<file path="src/assert_macros.svh">
// ----------------------------------------------------------------------------
// Assertion macros
// Clocked concurrent assertion wrappers shared by the sequence gap detector.
// ----------------------------------------------------------------------------
`ifndef ASSERT_MACROS_SVH
`define ASSERT_MACROS_SVH

// Explicit clock and reset.
`define SGD_ASSERT_CR(lbl, clk_sig, rst_sig, prop, msg) \
  lbl: assert property (@(posedge clk_sig) disable iff (rst_sig) prop) else $error(msg);

// Module clock clk, reset rst.
`define SGD_ASSERT(lbl, prop, msg) \
  `SGD_ASSERT_CR(lbl, clk, rst, prop, msg)

`endif

</file>
<file path="src/seqgap_pkg.sv">
// ----------------------------------------------------------------------------
// Sequence gap detector package
// Shared constants, state encoding and controller/datapath structs.
// ----------------------------------------------------------------------------
`default_nettype none

package seqgap_pkg;

  localparam int SEQ_SPACE = 64;
  localparam int SEQ_W     = $clog2(SEQ_SPACE);

  localparam logic FUNC_RECORD = 1'b0;
  localparam logic FUNC_QUERY  = 1'b1;

  typedef enum logic [1:0] {
    ST_IDLE = 2'b01,
    ST_SCAN = 2'b10
  } state_t;

  typedef struct packed {
    logic record;
    logic start;
    logic advance;
    logic finish;
  } cmd_t;

  typedef struct packed {
    logic scan_end;
    logic hit;
    logic pend_valid;
    logic out_free;
  } status_t;

endpackage

`default_nettype wire

</file>
<file path="src/seqgap_if.sv">
// ----------------------------------------------------------------------------
// Sequence gap detector channels
// Valid/ready interfaces for input items and result items.
// ----------------------------------------------------------------------------
`default_nettype none

interface seqgap_in_if
  import seqgap_pkg::*;
  ();
  logic             valid;
  logic             ready;
  logic             func;
  logic [SEQ_W-1:0] seq_number;

  modport source (output valid, output func, output seq_number, input ready);
  modport sink   (input valid, input func, input seq_number, output ready);
endinterface

interface seqgap_out_if
  import seqgap_pkg::*;
  ();
  logic             valid;
  logic             ready;
  logic [SEQ_W-1:0] missing_seq;
  logic             none_missing;
  logic             last;

  modport source (output valid, output missing_seq, output none_missing, output last,
                  input ready);
  modport sink   (input valid, input missing_seq, input none_missing, input last,
                  output ready);
endinterface

`default_nettype wire

</file>
<file path="src/sequence_gap_detector.sv">
// Timing: a record item is taken only while idle; a query holds the input while it scans map
// entries 1 to highest_seq - 1, one map entry per cycle except while the result channel stalls.
// A found gap waits in a lookahead register until the next gap or the scan end loads it out.
// Throughput: one record per cycle while no query scan is running; queries are served one at a time.
// Reset: synchronous, active high; clears the map, highest number and result valid.
// ----------------------------------------------------------------------------
// Sequence gap detector
// Records received sequence numbers and reports missing ones on query.
// ----------------------------------------------------------------------------
`default_nettype none

module sequence_gap_detector
  import seqgap_pkg::*;
(
  input  wire logic   clk,
  input  wire logic   rst,
  seqgap_in_if.sink   items_in,
  seqgap_out_if.source results_out
);

  cmd_t    cmd;
  status_t status;
  logic    in_ready;

  assign items_in.ready = in_ready;

  seqgap_ctrl u_ctrl (
    .clk      (clk),
    .rst      (rst),
    .in_valid (items_in.valid),
    .in_func  (items_in.func),
    .in_ready (in_ready),
    .status   (status),
    .cmd      (cmd)
  );

  seqgap_dp u_dp (
    .clk              (clk),
    .rst              (rst),
    .cmd              (cmd),
    .status           (status),
    .in_seq           (items_in.seq_number),
    .out_valid        (results_out.valid),
    .out_ready        (results_out.ready),
    .out_missing_seq  (results_out.missing_seq),
    .out_none_missing (results_out.none_missing),
    .out_last         (results_out.last)
  );

endmodule

`default_nettype wire

</file>
<file path="src/seqgap_ctrl.sv">
// ----------------------------------------------------------------------------
// Sequence gap detector controller
// Sequences record items and the query scan over the received map.
// ----------------------------------------------------------------------------
`default_nettype none

module seqgap_ctrl
  import seqgap_pkg::*;
(
  input  wire logic    clk,
  input  wire logic    rst,
  input  wire logic    in_valid,
  input  wire logic    in_func,
  output logic         in_ready,
  input  wire status_t status,
  output cmd_t         cmd
);

  state_t state, state_next;

  always_ff @(posedge clk) begin
    if (rst) begin
      state <= ST_IDLE;
    end else begin
      state <= state_next;
    end
  end

  always_comb begin
    state_next = state;
    cmd        = '0;
    in_ready   = 1'b0;
    unique case (state)
      ST_IDLE: begin
        in_ready = 1'b1;
        if (in_valid) begin
          if (in_func == FUNC_QUERY) begin
            cmd.start  = 1'b1;
            state_next = ST_SCAN;
          end else begin
            cmd.record = 1'b1;
          end
        end
      end
      ST_SCAN: begin
        if (status.scan_end) begin
          if (status.out_free) begin
            cmd.finish = 1'b1;
            state_next = ST_IDLE;
          end
        end else if (!(status.hit && status.pend_valid && !status.out_free)) begin
          cmd.advance = 1'b1;
        end
      end
      default: begin
        state_next = ST_IDLE;
      end
    endcase
  end

endmodule

`default_nettype wire

</file>
<file path="src/seqgap_dp.sv">
// ----------------------------------------------------------------------------
// Sequence gap detector datapath
// Received map, highest number, scan index, one-deep lookahead and result register.
// ----------------------------------------------------------------------------
`default_nettype none

`include "assert_macros.svh"

module seqgap_dp
  import seqgap_pkg::*;
(
  input  wire logic             clk,
  input  wire logic             rst,
  input  wire cmd_t             cmd,
  output status_t               status,
  input  wire logic [SEQ_W-1:0] in_seq,
  output logic                  out_valid,
  input  wire logic             out_ready,
  output logic [SEQ_W-1:0]      out_missing_seq,
  output logic                  out_none_missing,
  output logic                  out_last
);

  logic [SEQ_SPACE-1:0] received_map;
  logic [SEQ_W-1:0]     highest_seq;
  logic                 any_recorded;
  logic [SEQ_W-1:0]     scan_idx;
  logic                 pend_valid;
  logic [SEQ_W-1:0]     pend_seq;
  logic                 out_free;
  logic                 hit;
  logic                 out_load;
  logic [SEQ_W-1:0]     load_seq;
  logic                 load_none;
  logic                 load_last;

  assign hit      = !received_map[scan_idx];
  assign out_free = !out_valid || out_ready;

  assign status = '{
    scan_end:   !any_recorded || (scan_idx >= highest_seq),
    hit:        hit,
    pend_valid: pend_valid,
    out_free:   out_free
  };

  always_comb begin
    out_load  = 1'b0;
    load_seq  = pend_seq;
    load_none = 1'b0;
    load_last = 1'b0;
    if (cmd.finish) begin
      out_load  = 1'b1;
      load_last = 1'b1;
      if (!pend_valid) begin
        load_seq  = '0;
        load_none = 1'b1;
      end
    end else if (cmd.advance && hit && pend_valid) begin
      out_load = 1'b1;
    end
  end

  always_ff @(posedge clk) begin
    if (rst) begin
      received_map <= '0;
      highest_seq  <= '0;
      any_recorded <= 1'b0;
      pend_valid   <= 1'b0;
      out_valid    <= 1'b0;
    end else begin
      if (cmd.record) begin
        received_map[in_seq] <= 1'b1;
        any_recorded         <= 1'b1;
        if (!any_recorded || in_seq > highest_seq) begin
          highest_seq <= in_seq;
        end
      end
      if (cmd.start || cmd.finish) begin
        pend_valid <= 1'b0;
      end else if (cmd.advance && hit) begin
        received_map[scan_idx] <= 1'b1;
        pend_valid             <= 1'b1;
      end
      out_valid <= out_load || (out_valid && !out_ready);
    end
  end

  always_ff @(posedge clk) begin
    if (cmd.start) begin
      scan_idx <= SEQ_W'(1);
    end else if (cmd.advance) begin
      scan_idx <= scan_idx + SEQ_W'(1);
    end
    if (cmd.advance && hit) begin
      pend_seq <= scan_idx;
    end
    if (out_load) begin
      out_missing_seq  <= load_seq;
      out_none_missing <= load_none;
      out_last         <= load_last;
    end
  end

  `SGD_ASSERT(a_adv_in_range, cmd.advance |-> !status.scan_end, "scan advanced past bound")
  `SGD_ASSERT(a_load_free, out_load |-> out_free, "result register overwritten")
  `SGD_ASSERT(a_finish_clears, cmd.finish |=> !pend_valid, "lookahead left after query")

endmodule

`default_nettype wire
</file>
<file path="src/flat_wrapper.sv">
// flat-port wrapper written by rule: the top's interface ports become plain ports
module sequence_gap_detector_flat import seqgap_pkg::*;
  (clk, rst, items_in_valid, items_in_func, items_in_seq_number, items_in_ready, results_out_valid, results_out_missing_seq, results_out_none_missing, results_out_last, results_out_ready);
  seqgap_in_if items_in_i ();
  seqgap_out_if results_out_i ();
  input  wire logic clk;
  input  wire logic rst;
  input wire logic [$bits(items_in_i.valid)-1:0] items_in_valid;
  input wire logic [$bits(items_in_i.func)-1:0] items_in_func;
  input wire logic [$bits(items_in_i.seq_number)-1:0] items_in_seq_number;
  output wire logic [$bits(items_in_i.ready)-1:0] items_in_ready;
  output wire logic [$bits(results_out_i.valid)-1:0] results_out_valid;
  output wire logic [$bits(results_out_i.missing_seq)-1:0] results_out_missing_seq;
  output wire logic [$bits(results_out_i.none_missing)-1:0] results_out_none_missing;
  output wire logic [$bits(results_out_i.last)-1:0] results_out_last;
  input wire logic [$bits(results_out_i.ready)-1:0] results_out_ready;
  assign items_in_i.valid = items_in_valid;
  assign items_in_i.func = items_in_func;
  assign items_in_i.seq_number = items_in_seq_number;
  assign items_in_ready = items_in_i.ready;
  assign results_out_valid = results_out_i.valid;
  assign results_out_missing_seq = results_out_i.missing_seq;
  assign results_out_none_missing = results_out_i.none_missing;
  assign results_out_last = results_out_i.last;
  assign results_out_i.ready = results_out_ready;
  sequence_gap_detector u_core (.clk(clk), .rst(rst), .items_in(items_in_i), .results_out(results_out_i));
endmodule
</file>
<file path="config.mk">
export PLATFORM = sky130hd
export DESIGN_NAME = sequence_gap_detector_flat
export DESIGN_NICKNAME = d
export VERILOG_FILES = /design/src/seqgap_pkg.sv /design/src/seqgap_if.sv /design/src/sequence_gap_detector.sv /design/src/seqgap_ctrl.sv /design/src/seqgap_dp.sv /design/src/flat_wrapper.sv
export VERILOG_INCLUDE_DIRS = /design/src /design/src/src
export SDC_FILE = /design/constraint.sdc
export NUM_CORES = 1
export LEC_CHECK = 0
export BUFFER_PORTS_ARGS = -buffer_cell sky130_fd_sc_hd__buf_2
export CAP_MARGIN = 30
export CORE_MARGIN = 3
export CORE_UTILIZATION = 56
export CTS_CLUSTER_SIZE = 28
export DETAILED_ROUTE_END_ITERATION = 8
export GPL_TIMING_DRIVEN = 1
export PLACE_DENSITY = 0.73
export SETUP_SLACK_MARGIN = 0.1
export SLEW_MARGIN = 20
export SYNTH_ARGS = -nofsm -noshare
export SYNTH_HDL_FRONTEND = slang
export SYNTH_SLANG_ARGS = --single-unit
</file>
<file path="constraint.sdc">
create_clock -name clk -period 6.7 [get_ports clk]
set_input_delay 1.005 -clock clk [delete_from_list [all_inputs] [get_ports clk]]
set_output_delay 1.005 -clock clk [all_outputs]
set_load 0.01 [all_outputs]
</file>
# Word-level counts from Yosys, hierarchy flattened
# Cells that the tools add are included.
[totals]
in_bits = 11
elab_cells = 77
regBits = 95
out_inout_bits = 10
[op_classes]
bitwise = 2
eq_ne = 6
magnitude_cmp = 6
n_addsub = 1
mux = 31
reduce_logical = 20
[ops]
columns = ["cell", "count"]
rows = [
  ["$mux W64", 4],
  ["$or A64 B64 Y64", 2],
  ["$lt A6 B7 Y1 const B", 2],
  ["$mux W1", 14],
  ["$mux W2", 7],
  ["$demux W1 S6", 2],
  ["$ge A6 B1 Y1 const B", 2],
  ["$mux W6", 2],
  ["$logic_and A1 B1 Y1", 7],
  ["$add A6 B1 Y6 const B", 1],
  ["$bmux W1 S6", 1],
  ["$ge A6 B6 Y1", 1],
  ["$gt A6 B6 Y1", 1],
  ["$ne A2 B2 Y1 const B", 3],
  ["$logic_not A1 Y1", 5],
  ["$logic_or A1 B1 Y1", 5],
  ["$pmux W2 S2", 1],
  ["$reduce_and A4 Y1", 1],
  ["$eq A2 B1 Y1 const B", 1],
  ["$eq A2 B2 Y1 const B", 1],
  ["$ne A2 B1 Y1 const B", 1],
  ["$reduce_and A2 Y1", 1],
  ["$reduce_or A2 Y1", 1],
]

# Depth between registers and ports, before layout
# Gate-level depths: netlist of the first run.
[depth]
depth_word = 13
depth_mapped = 11
ltp_nobuf = 9

# Cells and area by module
# A second synthesis of the first run with hierarchy kept.
[hier_totals]
cells_unflattened = 506
area_unflattened_um2 = 4714.5
[modules_own_cells]
columns = ["mod", "cells_per_inst", "instances", "area_each_um2", "seq_area_each_um2"]
rows = [
  ["seqgap_dp", 490, 1, 4591.9, 2001.9],
  ["seqgap_ctrl", 16, 1, 122.6, 40.0],
]

# Worst setup path after synthesis of the first run
# Ideal clock, no wire load.
[synth_timing]
path_type = "register to register"
from = "register u_core.u_dp.scan_idx[1]"
to = "register u_core.u_dp.out_last, enable pin"
stages_incl_launch_ff = 9
t_arrival_ns = 2.790
synth_period_minus_slack_ns = 3.174
required_ns = 6.316
slack_ns = 3.526
path_cell_list = "dfxtp_1 -> buf_2 -> mux4_2 -> mux2_2 -> nand2_1 -> nand4_1 -> nor4_4 -> nand3_1 -> o21ai_0"
[synth_between]
elab_chain_cells = 12
[synth_lines]
columns = ["item", "line", "rtl"]
rows = [
  ["start: declaration", "seqgap_dp.sv:27", "logic [SEQ_W-1:0] scan_idx;"],
  ["start signal: assignment", "seqgap_dp.sv:93", "scan_idx <= scan_idx + SEQ_W'(1);"],
  ["$bmux W1 S6", "seqgap_dp.sv:37", "assign hit = !received_map[scan_idx];"],
  ["$mux W1 (not written as such)", "seqgap_dp.sv:37", ""],
  ["$logic_not A1 Y1", "seqgap_dp.sv:37", ""],
  ["$logic_and A1 B1 Y1 (2 in series)", "seqgap_ctrl.sv:51", "end else if (!(status.hit && status.pend_valid && !status.out_free)) begin"],
  ["$mux W1", "seqgap_ctrl.sv:51", ""],
  ["$mux W1", "seqgap_ctrl.sv:46", "if (status.scan_end) begin"],
  ["$mux W2", "seqgap_ctrl.sv:33", "unique case (state)"],
  ["$logic_and A1 B1 Y1 (2 in series)", "seqgap_dp.sv:59", "end else if (cmd.advance && hit && pend_valid) begin"],
  ["$mux W1", "seqgap_dp.sv:59", ""],
  ["$mux W1 (*)", "seqgap_dp.sv:52", "if (cmd.finish) begin"],
  ["via u_core.u_dp.out_load", "seqgap_dp.sv:32", "logic out_load;"],
  ["end signal: assignment", "seqgap_dp.sv:101", "out_last <= load_last;"],
  ["end: declaration", "seqgap_dp.sv:21", "output logic out_last"],
]
# Mark *: on every way through the listed nets, which the timed path passes. The rest lies on a longest branch. The select of a mux whose other input is x is not followed.
# A chain may end at the register's enable or synchronous reset.

# Worst setup path after layout of the first run
# Same ends and word-level chain as after synthesis.

==> summary.md, run 1 <==
| Metric | Value |
|---|---|
| Outcome | complete, no violations |
| Number of DRC markers in iteration 0 | 568 |
| Post-synth top area cell | dfxtp_1 |
| Period utilisation layout | 0.5983 |
| Antenna fix cells | 0 |
| Maximum VDD drop | 0.1280 mV |
| Main synth FF type | dfxtp_1 |
| Pwr dens | 202.8 nW/um^2 |
| Synth top area share | 0.3180 |
| Initial Util | 0.5818 |
| Hpwl dp | 9366 um |
| Leak | 1.884 nW |
| Vias in the first global route | 4431 |
| Layout cells sized above 1 | 0.1144 |
| Num Clock Sinks | 95 |
| CP Launch Type | register |
| Vias per cell | 6.424 |
| Reg clk slew, reported paths | 100 ps |
| Async SR Flop Fraction | 0 |
| CTS tree | built |
| Worst path cell trace | buf_4 > mux4_2 > mux2_2 > nand2_1 > nand4_1 > nor4_4 > nand3_1 > o21ai_0 > buf_2 |
| Max cap viols | 0 |
| Sequential area share after synthesis | 0.4005 |
| GPL Wtd Cong | 0.9002 |
| GR Overflow Total | 0 |
| GR Util All Layers | 0.2852 |
| Hold_buf cts | 0 |
| Largest net degree at the start of global routing | 86 |
| PortBufs | 20 |
| DRC viols | 0 |
| Final ANT Viol Nets | 0 |
| Slew at the pin with the worst max-slew slack | 947.8 ps |
| DRT Pass-1 Iters | 4 |
| Number of setup buffers added after CTS | 0 |
| Synthesis-stage register bit count | 95 |
| Kind of critical path | reg -> reg |
| Crit path max-delay cell type | dfxtp_1 |
| Final worst slack | 2692 ps |
| Final Hold Vio Count | 0 |
| Layout area overhead | 6.871% |
| Core area | 8763 um^2 |
| Rows | 34 |
| Util after Layout | 0.6218 |
| CTS HTree Levels | 3 |
| CTS Buffer Depth | 2 |
| Tmin final | 4008 ps |
| CTS Root Buffer Type | clkbuf_8 |
| Worst Setup End Kind | register |
| # resized after CTS | 0 |
| WP data required | 6770 ps |
| Final TNS setup | 0 ps |
| Clock Skews | 17.22 ps |
| Initial antenna violation count | 0 |
| RSZ-0062 raised after global routing | false |
| Clk Latency, worst-skew pair | 370 ps |
| # IOs | 21 |
| CP max stage delay | 950 ps |
| Top cells by count, synth | 81 x dfxtp_1, 79 x nor2_1, 59 x nand2_1, 36 x a21oi_1, 32 x clkbuf_1 |
| Final setup viols | 0 |
| Synth Cell Area | 5099 um^2 |
| WP data arrival | 4080 ps |
| Synth Instances | 612 |
| Net count after synthesis | 636 |
| Final net count | 631 |
| Worst hold path class | reg -> reg |
| Setup Slack @ Placement | 2346 ps |
| Die span in x | 101.4 um |
| EDFF count, synth | 14 |
| R2R setup slack | 2690 ps |
| First-pass GRT wire length | 22960 um |
| Most frequent cell after synthesis | dfxtp_1 |
| CP max FO | 23 |
| Max-slew violations | 0 |
| Largest cells by area after synthesis | dfxtp_1 32%, edfxtp_1 8.2%, nor2_1 5.8% |
| Die H | 101.4 um |
| Via Count | 4625 |
| Die area | 10290 um^2 |
| Max frequency | 249.5 MHz |
| Slew headroom | 0.3633 |
| Synth cell types | 50 |
| Wire length per cell | 19.50 um |
| Cts bufs inserted | 9 |
| DRT Wirelength | 14040 um |
| Mean Syn Cell Area | 8.331 um^2 |
| Yosys Warn Count | 0 |
-- through the flow --
stage | instances | instance area [um^2] | power, mW | hold slack [ps]
6_report | 720 | 5449 | 1.105 | 484.6
3_5_place_dp | 703 | 5202 | 0.6605 | 465.9
2_1_floorplan | 612 | 5099 | 0.6402 | 428.8
5_1_grt | 720 | 5449 | 1.144 | 509.6
3_3_place_gp | 701 | 5192 | 0.6580 | 458.3
4_1_cts | 719 | 5444 | 1.112 | 490.0
-- worst max-delay path, delay by kind of cell (launching register included) --
kind / cells / cell delay (ps)
DFF: 1 / 950
AOI/OAI and AO/OA: 1 / 310
muxes: 2 / 800
buffers and inverters: 2 / 630
and+or+nand+nor: 4 / 1020
-- per-layer routing --
metal | routed length (um) | track usage
met4 | 448 | 0.1329
met3 | 1211 | 0.05716
met5 | 0 | 0
met2 | 6499 | 0.4386
met1 | 5882 | 0.3864
-- layout by cell type, fill, tap and decap left out, types with 4 or more instances in the layout --
| cell | count |
|---|---|
| dfxtp_1 | 81 |
| nor2_1 | 79 |
| nand2_1 | 59 |
| a21oi_1 | 36 |
| o22ai_1 | 29 |
| mux2i_1 | 24 |
| buf_2 | 23 |
| nand3_1 | 20 |
| nand2b_1 | 19 |
| o21bai_1 | 17 |
| o21ai_1 | 16 |
| or3_1 | 14 |
| edfxtp_1 | 14 |
| or2_2 | 13 |
| o32ai_1 | 13 |
| ha_1 | 13 |
| nor2b_1 | 12 |
| inv_1 | 12 |
| o31ai_1 | 11 |
| o21ai_0 | 10 |
| clkbuf_8 | 9 |
| a21o_1 | 6 |
| and3_1 | 6 |
| buf_4 | 6 |
| nand3b_1 | 5 |
| nor3b_1 | 5 |
| nand4_1 | 5 |
| nor3_1 | 5 |
| mux2_2 | 4 |
| o211ai_1 | 4 |
-- logic make-up (layout without fill, tap and decap cells) --
| logic type | count (synthesis) | after routing | synth area share |
|---|---|---|---|
| AOI/OAI and AO/OA | 157 | 157 | 0.2002 |
| adders and majority gates | 13 | 13 | 0.03190 |
| buffers and inverters | 59 | 59 | 0.04687 |
| DFF | 95 | 95 | 0.4005 |
| muxes | 31 | 31 | 0.06920 |
| and+or+nand+nor | 257 | 257 | 0.2513 |
-- where the power goes --
part / total, mW / switching (mW) / internal, mW
Combinational: 0.0651 / 0.0425 / 0.0225
Clock: 0.456 / 0.207 / 0.249
Sequential: 0.583 / 0.00291 / 0.581
-- layout make-up --
cell class	instances	area (um^2)
fill	780	3314
multi-input combinational	458	2818
sequential	95	2042
timing repair buffer	29	160.2
tap	108	135.1
clock buffer	9	123.9
clock inverter	7	117.6
inverter	14	52.55
-- registers in the layout, indices dropped and copies added (netlist names) --
signal,cells
u_core.u_dp.scan_idx,6
u_core.u_dp.any_recorded,1
u_core.u_dp.received_map,64
u_core.u_dp.pend_valid,1
u_core.u_dp.out_valid,1
u_core.u_dp.out_none_missing,1
u_core.u_dp.out_last,1
u_core.u_dp.out_missing_seq,6
u_core.u_dp.pend_seq,6
u_core.u_ctrl.state,2
u_core.u_dp.highest_seq,6
-- path summary, 6_finish.rpt --
path	startpoint	to	cells past startpoint
worst max register to register	u_core.u_dp.scan_idx[1]$_SDFFE_PP0N_	u_core.u_dp.out_last$_DFFE_PP_	9
worst min register to register	u_core.u_dp.highest_seq[1]$_SDFFE_PP0P_	u_core.u_dp.highest_seq[1]$_SDFFE_PP0P_	2
worst max-delay path	u_core.u_dp.scan_idx[1]$_SDFFE_PP0N_	u_core.u_dp.out_last$_DFFE_PP_	9
worst min-delay path	u_core.u_dp.highest_seq[1]$_SDFFE_PP0P_	u_core.u_dp.highest_seq[1]$_SDFFE_PP0P_	2
No activity file was read; power rests on OpenSTA's default activity.
==> inputs of run 2 (changes only) <==
--- a/config.mk
+++ b/config.mk
@@ -6,6 +6,7 @@
 export SDC_FILE = /design/constraint.sdc
 export NUM_CORES = 1
 export LEC_CHECK = 0
+export ABC_AREA = 1
 export BUFFER_PORTS_ARGS = -buffer_cell sky130_fd_sc_hd__buf_2
 export CAP_MARGIN = 30
 export CORE_MARGIN = 3
@@ -13,7 +14,7 @@
 export CTS_CLUSTER_SIZE = 28
 export DETAILED_ROUTE_END_ITERATION = 8
 export GPL_TIMING_DRIVEN = 1
-export PLACE_DENSITY = 0.73
+export PLACE_DENSITY = 0.76
 export SETUP_SLACK_MARGIN = 0.1
 export SLEW_MARGIN = 20
 export SYNTH_ARGS = -nofsm -noshare
==> constraint.sdc (replaced) <==
create_clock -name clk -period 3.2 [get_ports clk]
set_input_delay 0.48 -clock clk [delete_from_list [all_inputs] [get_ports clk]]
set_output_delay 0.48 -clock clk [all_outputs]
set_load 0.01 [all_outputs]
==> run 2 against run 1 <==
Against the previous run: clock power rose by 76%; count of clock-buffer cells in the layout rose by 4; largest power group unchanged; critical path depth rose by 4.
==> summary.md, run 2 <==
| Metric | Value |
|---|---|
| Outcome | complete, no violations |
| WP data required | 3490 ps (-3280 ps) |
| Die H | 102.2 um (+0.80%) |
| Pwr dens | 388.4 nW/um^2 (+92%) |
| Mean Syn Cell Area | 6.557 um^2 (-21%) |
| DRT Pass-1 Iters | 7 (+3) |
| R2R setup slack | 370 ps (-2330 ps) |
| Max-slew violations | 0 (unchanged) |
| Max frequency | 352.8 MHz (+41%) |
| Largest net degree at the start of global routing | 41 (-52%) |
| CP Launch Type | register |
| DRT Wirelength | 15580 um (+11%) |
| Synth Instances | 791 (+29%) |
| Post-synth top area cell | dfxtp_1 |
| CTS Root Buffer Type | clkbuf_8 |
| Layout fillers | 816 (+4.6%) |
| Via Count | 5427 (+17%) |
| CP startpoint | u_core.u_dp.scan_idx[2]$_SDFFE_PP0N_ |
| Final Hold Vio Count | 0 (unchanged) |
| Max cap viols | 0 (unchanged) |
| Vias per cell | 5.873 (-8.6%) |
| Vias in the first global route | 4878 (+10%) |
| GR Util All Layers | 0.3051 (+0.01986) |
| Number of DRC markers in iteration 0 | 795 (+40%) |
| Initial antenna violation count | 0 (unchanged) |
| PortBufs | 20 (unchanged) |
| Async SR Flop Fraction | 0 (unchanged) |
| Layout cells sized above 1 | 0.08333 (-0.03105) |
| # IOs | 21 (unchanged) |
| RSZ-0062 raised after global routing | false |
| Clk Latency, worst-skew pair | 370 ps (about the same) |
| Hpwl dp | 10700 um (+14%) |
| # resized after CTS | 0 (unchanged) |
| Synthesis-stage register bit count | 95 (unchanged) |
| CTS HTree Levels | 3 (unchanged) |
| Final net count | 835 (+32%) |
| Slew headroom | 0.4036 (+0.04034) |
| Rows | 34 (unchanged) |
| Placed cell area | 5406 um^2 (+3.9%) |
| Crit Reg-Reg Startpoint | u_core.u_dp.scan_idx[2]$_SDFFE_PP0N_ |
| Die span in x | 102.2 um (+0.80%) |
| Tmin final | 2835 ps (-1174 ps) |
| Top reg by flops | u_core.u_dp.received_map |
| Num Clock Sinks | 95 (unchanged) |
| WP data arrival | 3130 ps (-950 ps) |
| Hold Path Depth | 2 (unchanged) |
| Number of setup buffers added after CTS | 0 (unchanged) |
| Main synth FF type | dfxtp_1 |
| Min-delay src | u_core.u_dp.received_map[5]$_SDFF_PP0_ |
| CTS tree | built |
| Layout area overhead | 8.058% |
| Synth cell types | 28 (-44%) |
| Top cells by count, synth | 259 x nand2_1, 90 x nor2_1, 81 x dfxtp_1, 74 x inv_1, 72 x a21oi_1 |
| Net count after synthesis | 815 (+28%) |
| Reg clk slew, reported paths | 90 ps (about the same) |
| Setup Slack @ Placement | 446.2 ps (-1900 ps) |
| Final TNS setup | 0 ps (unchanged) |
| Yosys Warn Count | 0 (unchanged) |
| Reg2reg end | u_core.u_dp.received_map[25]$_SDFF_PP0_ |
| Worst hold path class | reg -> reg |
| R2r worst-path depth | 13 (+4) |
| Leak | 2.543 nW (+35%) |
| Initial Util | 0.5861 (+0.004304) |
| Final setup viols | 0 (unchanged) |
| Wire length per cell | 16.86 um (-14%) |
| Cts bufs inserted | 9 (unchanged) |
| DRC viols | 0 (unchanged) |
| GPL Wtd Cong | 0.9960 (+11%) |
| Most frequent cells in the layout | 259 x nand2_1, 89 x nor2_1, 81 x dfxtp_1 |
| Final ANT Viol Nets | 0 (unchanged) |
| Synth top area share | 0.3127 (-0.005371) |
| Hold_buf cts | 0 (unchanged) |
| Min-Delay Endpoint | u_core.u_dp.received_map[5]$_SDFF_PP0_ |
| Antenna fix cells | 0 (unchanged) |
| Max FFs per register | 64 (unchanged) |
| Most frequent cell after synthesis | nand2_1 |
| Finished Cell Area | 5604 um^2 (+2.8%) |
| Util after Layout | 0.6333 (+0.01155) |
| EDFF count, synth | 14 (unchanged) |
| CTS Buffer Depth | 2 (unchanged) |
| CP max FO | 21 (-8.7%) |
| Final worst slack | 365.3 ps (-2326 ps) |
| Kind of critical path | reg -> reg |
| Clock Skews | 13.92 ps (-3.297 ps) |
| Die area | 10450 um^2 (+1.6%) |
| Sequential area share after synthesis | 0.3937 (-0.006763) |
| Most common library cell in the layout ignoring fill and taps | nand2_1 |
| Synth Cell Area | 5186 um^2 (+1.7%) |
| First-pass GRT wire length | 24640 um (+7.3%) |
| Maximum VDD drop | 0.2561 mV (+100%) |
| Largest cells by area after synthesis | dfxtp_1 31%, nand2_1 19%, edfxtp_1 8.1% |
| Worst Setup End Kind | register |
| Core area | 8848 um^2 (+0.97%) |
| GR Overflow Total | 0 (unchanged) |
| Slew at the pin with the worst max-slew slack | 887.7 ps (-60.04 ps) |
| Period utilisation layout | 0.8858 (+0.2876) |
## run 2: cell types whose count changed after synthesis, sizes merged, moves of 14 or more
cell	delta
inv	+70
nand3	+26
mux2i	-24
nand2b	-19
clkbuf	-18
o32ai	-14
o21bai	-17
or3	-14
nand2	+204
nor3	+20
a21oi	+36
## run 2: final cells by class
class | instances | area, um^2 | share of cell area
inverter | 83 | 311.5 | 0.05559
sequential | 95 | 2042 | 0.3644
timing repair buffer | 39 | 240.2 | 0.04287
clock inverter | 3 | 43.79 | 0.007814
clock buffer | 13 | 148.9 | 0.02657
multi-input combinational | 583 | 2683 | 0.4787
tap | 108 | 135.1 | 0.02411
## run 2: worst max-delay path, stage by stage, from the launching register on
cell and delay [ps]:
dfxtp_1 400, buf_4 240, clkinv_1 360, nand2_1 170
nand2_1 60, nand2_1 70, nand2_1 70, inv_2 50
nand2_2 80, nor2_8 310, nand3_4 230, inv_2 380
nand2_1 170, a21oi_1 160
## run 2: worst max path at each step
| stage | to |
|---|---|
| 2_1_floorplan | u_core.u_dp.out_last$_DFFE_PP_ |
| 6_report | u_core.u_dp.received_map[25]$_SDFF_PP0_ |
| 4_1_cts | u_core.u_dp.received_map[25]$_SDFF_PP0_ |
| 3_3_place_gp | u_core.u_dp.received_map[25]$_SDFF_PP0_ |
| 3_5_place_dp | u_core.u_dp.received_map[25]$_SDFF_PP0_ |
| 5_1_grt | u_core.u_dp.received_map[38]$_SDFF_PP0_ |
## run 2: report_power, final
part           switching, mW  internal [mW]
sequential           0.00520           1.22
clock                  0.418          0.385
combinational          0.110         0.0416
## run 2: through the flow
stage	hold slack (ps)	cells	total power [mW]
CTS	498.2	923	2.175
global route	515.4	924	2.250
global placement	470.7	907	1.393
floorplan	428.8	791	1.345
finish	498.2	924	2.177
detailed placement	470.9	907	1.397
## run 2: metal layers
| layer | routed length, um | vias up | GRT usage |
|---|---|---|---|
| li1 | - | 2595 | - |
| met3 | 1608 | 57 | 0.04437 |
| met5 | 0 | - | 0 |
| met2 | 7249 | 313 | 0.5077 |
| met4 | 600 | 0 | 0.1241 |
| met1 | 6116 | 2462 | 0.3985 |
## run 2: cells by family (layout without fill, tap and decap cells)
family | Yosys count | in the layout | share of synthesized area
compound gates | 139 | 139 | 0.1421
xor+xnor | 4 | 4 | 0.006754
fa+ha+maj | 13 | 13 | 0.03136
buf+inv | 113 | 138 | 0.08951
flops | 95 | 95 | 0.3937
simple gates | 427 | 427 | 0.3366
==> inputs of run 3 (changes only) <==
--- a/config.mk
+++ b/config.mk
@@ -9,8 +9,10 @@
 export ABC_AREA = 1
 export BUFFER_PORTS_ARGS = -buffer_cell sky130_fd_sc_hd__buf_2
 export CAP_MARGIN = 30
+export CORE_ASPECT_RATIO = 0.75
 export CORE_MARGIN = 3
 export CORE_UTILIZATION = 56
+export CTS_CLUSTER_DIAMETER = 60
 export CTS_CLUSTER_SIZE = 28
 export DETAILED_ROUTE_END_ITERATION = 8
 export GPL_TIMING_DRIVEN = 1
==> run 3 against run 2 <==
Against the previous run: largest power group unchanged; count of clock-buffer cells in the layout is 3 lower; via count is 0.28% higher; setup slack better by 11 ps; largest cell class unchanged; global-route usage is 0.10 points higher; power is 17% higher; clock power is 47% higher; routed wire length is 1.4% lower; first-iteration DRC count is 26% lower; fmax is 0.38% higher; non-clock buffer count is 2 higher; core utilization is 2.8 points higher; sequential cell count stayed put.
==> summary.md, run 3 (same netlist as run 2, synthesis figures left out) <==
| Metric | Value |
|---|---|
| Outcome | complete, no violations |
| Pwr dens | 441.4 nW/um^2 (+14%) |
| Final Power | 2.554 mW (+17%) |
| CTS Root Buffer Type | clkbuf_16 |
| Number of setup buffers added after CTS | 0 (unchanged) |
| Clk Latency, worst-skew pair | 350 ps (-20 ps) |
| CP max FO | 24 (+14%) |
| Num Clock Sinks | 95 (unchanged) |
| DRT Wirelength | 15360 um (-1.4%) |
| Hpwl dp | 11050 um (+3.3%) |
| Top reg by flops | u_core.u_dp.received_map |
| First-pass GRT wire length | 24760 um (+0.51%) |
| CTS tree | built |
| Most frequent cells in the layout | 259 x nand2_1, 89 x nor2_1, 81 x dfxtp_1 |
| Reg clk slew, reported paths | 70 ps (-20 ps) |
| Wire length per cell | 16.30 um (-3.3%) |
| Core area | 8745 um^2 (-1.2%) |
| RSZ-0062 raised after global routing | false |
| Tmin final | 2824 ps (-10.60 ps) |
| GR Util All Layers | 0.3061 (+0.001027) |
| Initial Util | 0.5931 (+0.006961) |
| Placed cell area | 5461 um^2 (+1.0%) |
| Number of DRC markers in iteration 0 | 588 (-26%) |
| Final TNS setup | 0 ps (unchanged) |
| Largest net degree at the start of global routing | 44 (+7.3%) |
| Maximum VDD drop | 0.3030 mV (+18%) |
| CTS Buffer Depth | 2 (unchanged) |
| Rows | 29 (-15%) |
| Max cap viols | 0 (unchanged) |
| GPL Wtd Cong | 1.016 (+2.0%) |
| Placed insts | 926 (+2.1%) |
| Max-slew violations | 0 (unchanged) |
| Switching Fraction | 0.2357 (-0.009128) |
| WP data arrival | 3100 ps (-30 ps) |
| Die area | 10460 um^2 (+0.11%) |
| Layout cells sized above 1 | 0.08802 (+0.004686) |
| Layout area overhead | 11.58% |
| Finished Cell Area | 5787 um^2 (+3.3%) |
| Sw power | 0.6021 mW (+13%) |
| Reg power frac | 0.479 (-0.083) |
| Clock Skews | 7.472 ps (-6.447 ps) |
| Period utilisation layout | 0.8825 (-0.003313) |
| GR Overflow Total | 0 (unchanged) |
| Via Count | 5442 (+0.28%) |
| Slew headroom | 0.3282 (-0.07547) |
| Most common library cell in the layout ignoring fill and taps | nand2_1 |
| Clock Power Share | 0.461 (+0.092) |
| Final ANT Viol Nets | 0 (unchanged) |
| Vias in the first global route | 4943 (+1.3%) |
| Leak | 2.622 nW (+3.1%) |
| Slew at the pin with the worst max-slew slack | 1000 ps (+112.3 ps) |
| DRT Pass-1 Iters | 5 (-2) |
| Cell Count, Final, Fillers Out | 942 (+1.9%) |
| Vias per cell | 5.777 (-1.6%) |
| Cts bufs inserted | 9 (unchanged) |
| Final setup viols | 0 (unchanged) |
| Initial antenna violation count | 0 (unchanged) |
| Antenna fix cells | 0 (unchanged) |
| Max FFs per register | 64 (unchanged) |
| Power Internal | 1.952 mW (+19%) |
| CP Launch Type | register |
| Comb pwr share | 0.060 (-0.010) |
| # IOs | 21 (unchanged) |
| Die span in x | 117.1 um (+15%) |
| Worst Setup End Kind | register |
| Worst hold path class | reg -> reg |
| Layout fillers | 766 (-6.1%) |
| Final Hold Vio Count | 0 (unchanged) |
| DRC viols | 0 (unchanged) |
| Die H | 89.34 um (-13%) |
| CTS HTree Levels | 3 (unchanged) |
| Kind of critical path | reg -> reg |
| Final net count | 837 (+0.24%) |
| WP data required | 3480 ps (about the same) |
| PortBufs | 20 (unchanged) |
| Max frequency | 354.1 MHz (+0.38%) |
[run 3: metrics by stage]
| step | utilization | hold WS, ps | setup WS [ps] |
|---|---|---|---|
| final | 0.6618 | 492.3 | 375.9 |
| after global routing | 0.6618 | 518.4 | 192.8 |
| after detailed placement | 0.6246 | 472.6 | 460.4 |
| after floorplan | - | 428.8 | 806.2 |
| after global placement | 0.6246 | 472.6 | 488.3 |
| after CTS | 0.6612 | 493.9 | 427.3 |
[run 3: final timing paths]
check                                           from                                      end  slack [ps]  cells after the start
max reg2reg     u_core.u_dp.scan_idx[1]$_SDFFE_PP0N_  u_core.u_dp.received_map[27]$_SDFF_PP0_         380                     15
min reg2reg  u_core.u_dp.received_map[41]$_SDFF_PP0_  u_core.u_dp.received_map[41]$_SDFF_PP0_         490                      2
max             u_core.u_dp.scan_idx[1]$_SDFFE_PP0N_  u_core.u_dp.received_map[27]$_SDFF_PP0_         380                     15
min          u_core.u_dp.received_map[41]$_SDFF_PP0_  u_core.u_dp.received_map[41]$_SDFF_PP0_         490                      2
[run 3: critical path, stage by stage, from the launching register on]
cell and delay, ps:
dfxtp_1 400, buf_4 340, inv_2 240, nand2_1 120, nand2_1 50, nand2_1 50, nand2_1 80, nand2_1 80
nand2_1 70, inv_2 60, nand2_2 80, nor2_8 290, nand3_4 190, inv_2 390, nand2_1 140, a21oi_1 150
[run 3: what timing repair did]
action	4_1_cts	5_1_grt
setup endpoints to repair	0	19
resized for setup	0	1
hold buffers	0	0
[run 3: power groups by stage]
stage                     registers [mW]  clock network (mW)  logic, mW
final                               1.22                1.18      0.154
after floorplan                     1.25                   0     0.0955
after detailed placement            1.25                   0      0.149
after global routing                1.22                1.23      0.172
after global placement              1.25                   0      0.145
after CTS                           1.22                1.17      0.150
[run 3: final cells by class]
| cell class | instances | area [um^2] | area share |
|---|---|---|---|
| clock inverters | 6 | 91.34 | 0.01578 |
| multi-input cells | 583 | 2688 | 0.4644 |
| repair buffers | 41 | 270.3 | 0.04670 |
| inverters | 83 | 311.5 | 0.05384 |
| flip-flops and latches | 95 | 2042 | 0.3529 |
| well taps | 124 | 155.1 | 0.02681 |
| clock buffers | 10 | 229.0 | 0.03957 |
[run 3: routing by layer]
layer / vias up / track usage / share of wire / wire length [um]
met5: - / 0 / 0 / 0
li1: 2598 / - / - / -
met1: 2487 / 0.4241 / 0.44 / 6723
met3: 43 / 0.06766 / 0.11 / 1639
met4: 0 / 0.1021 / 0.021 / 329
met2: 314 / 0.4755 / 0.43 / 6667
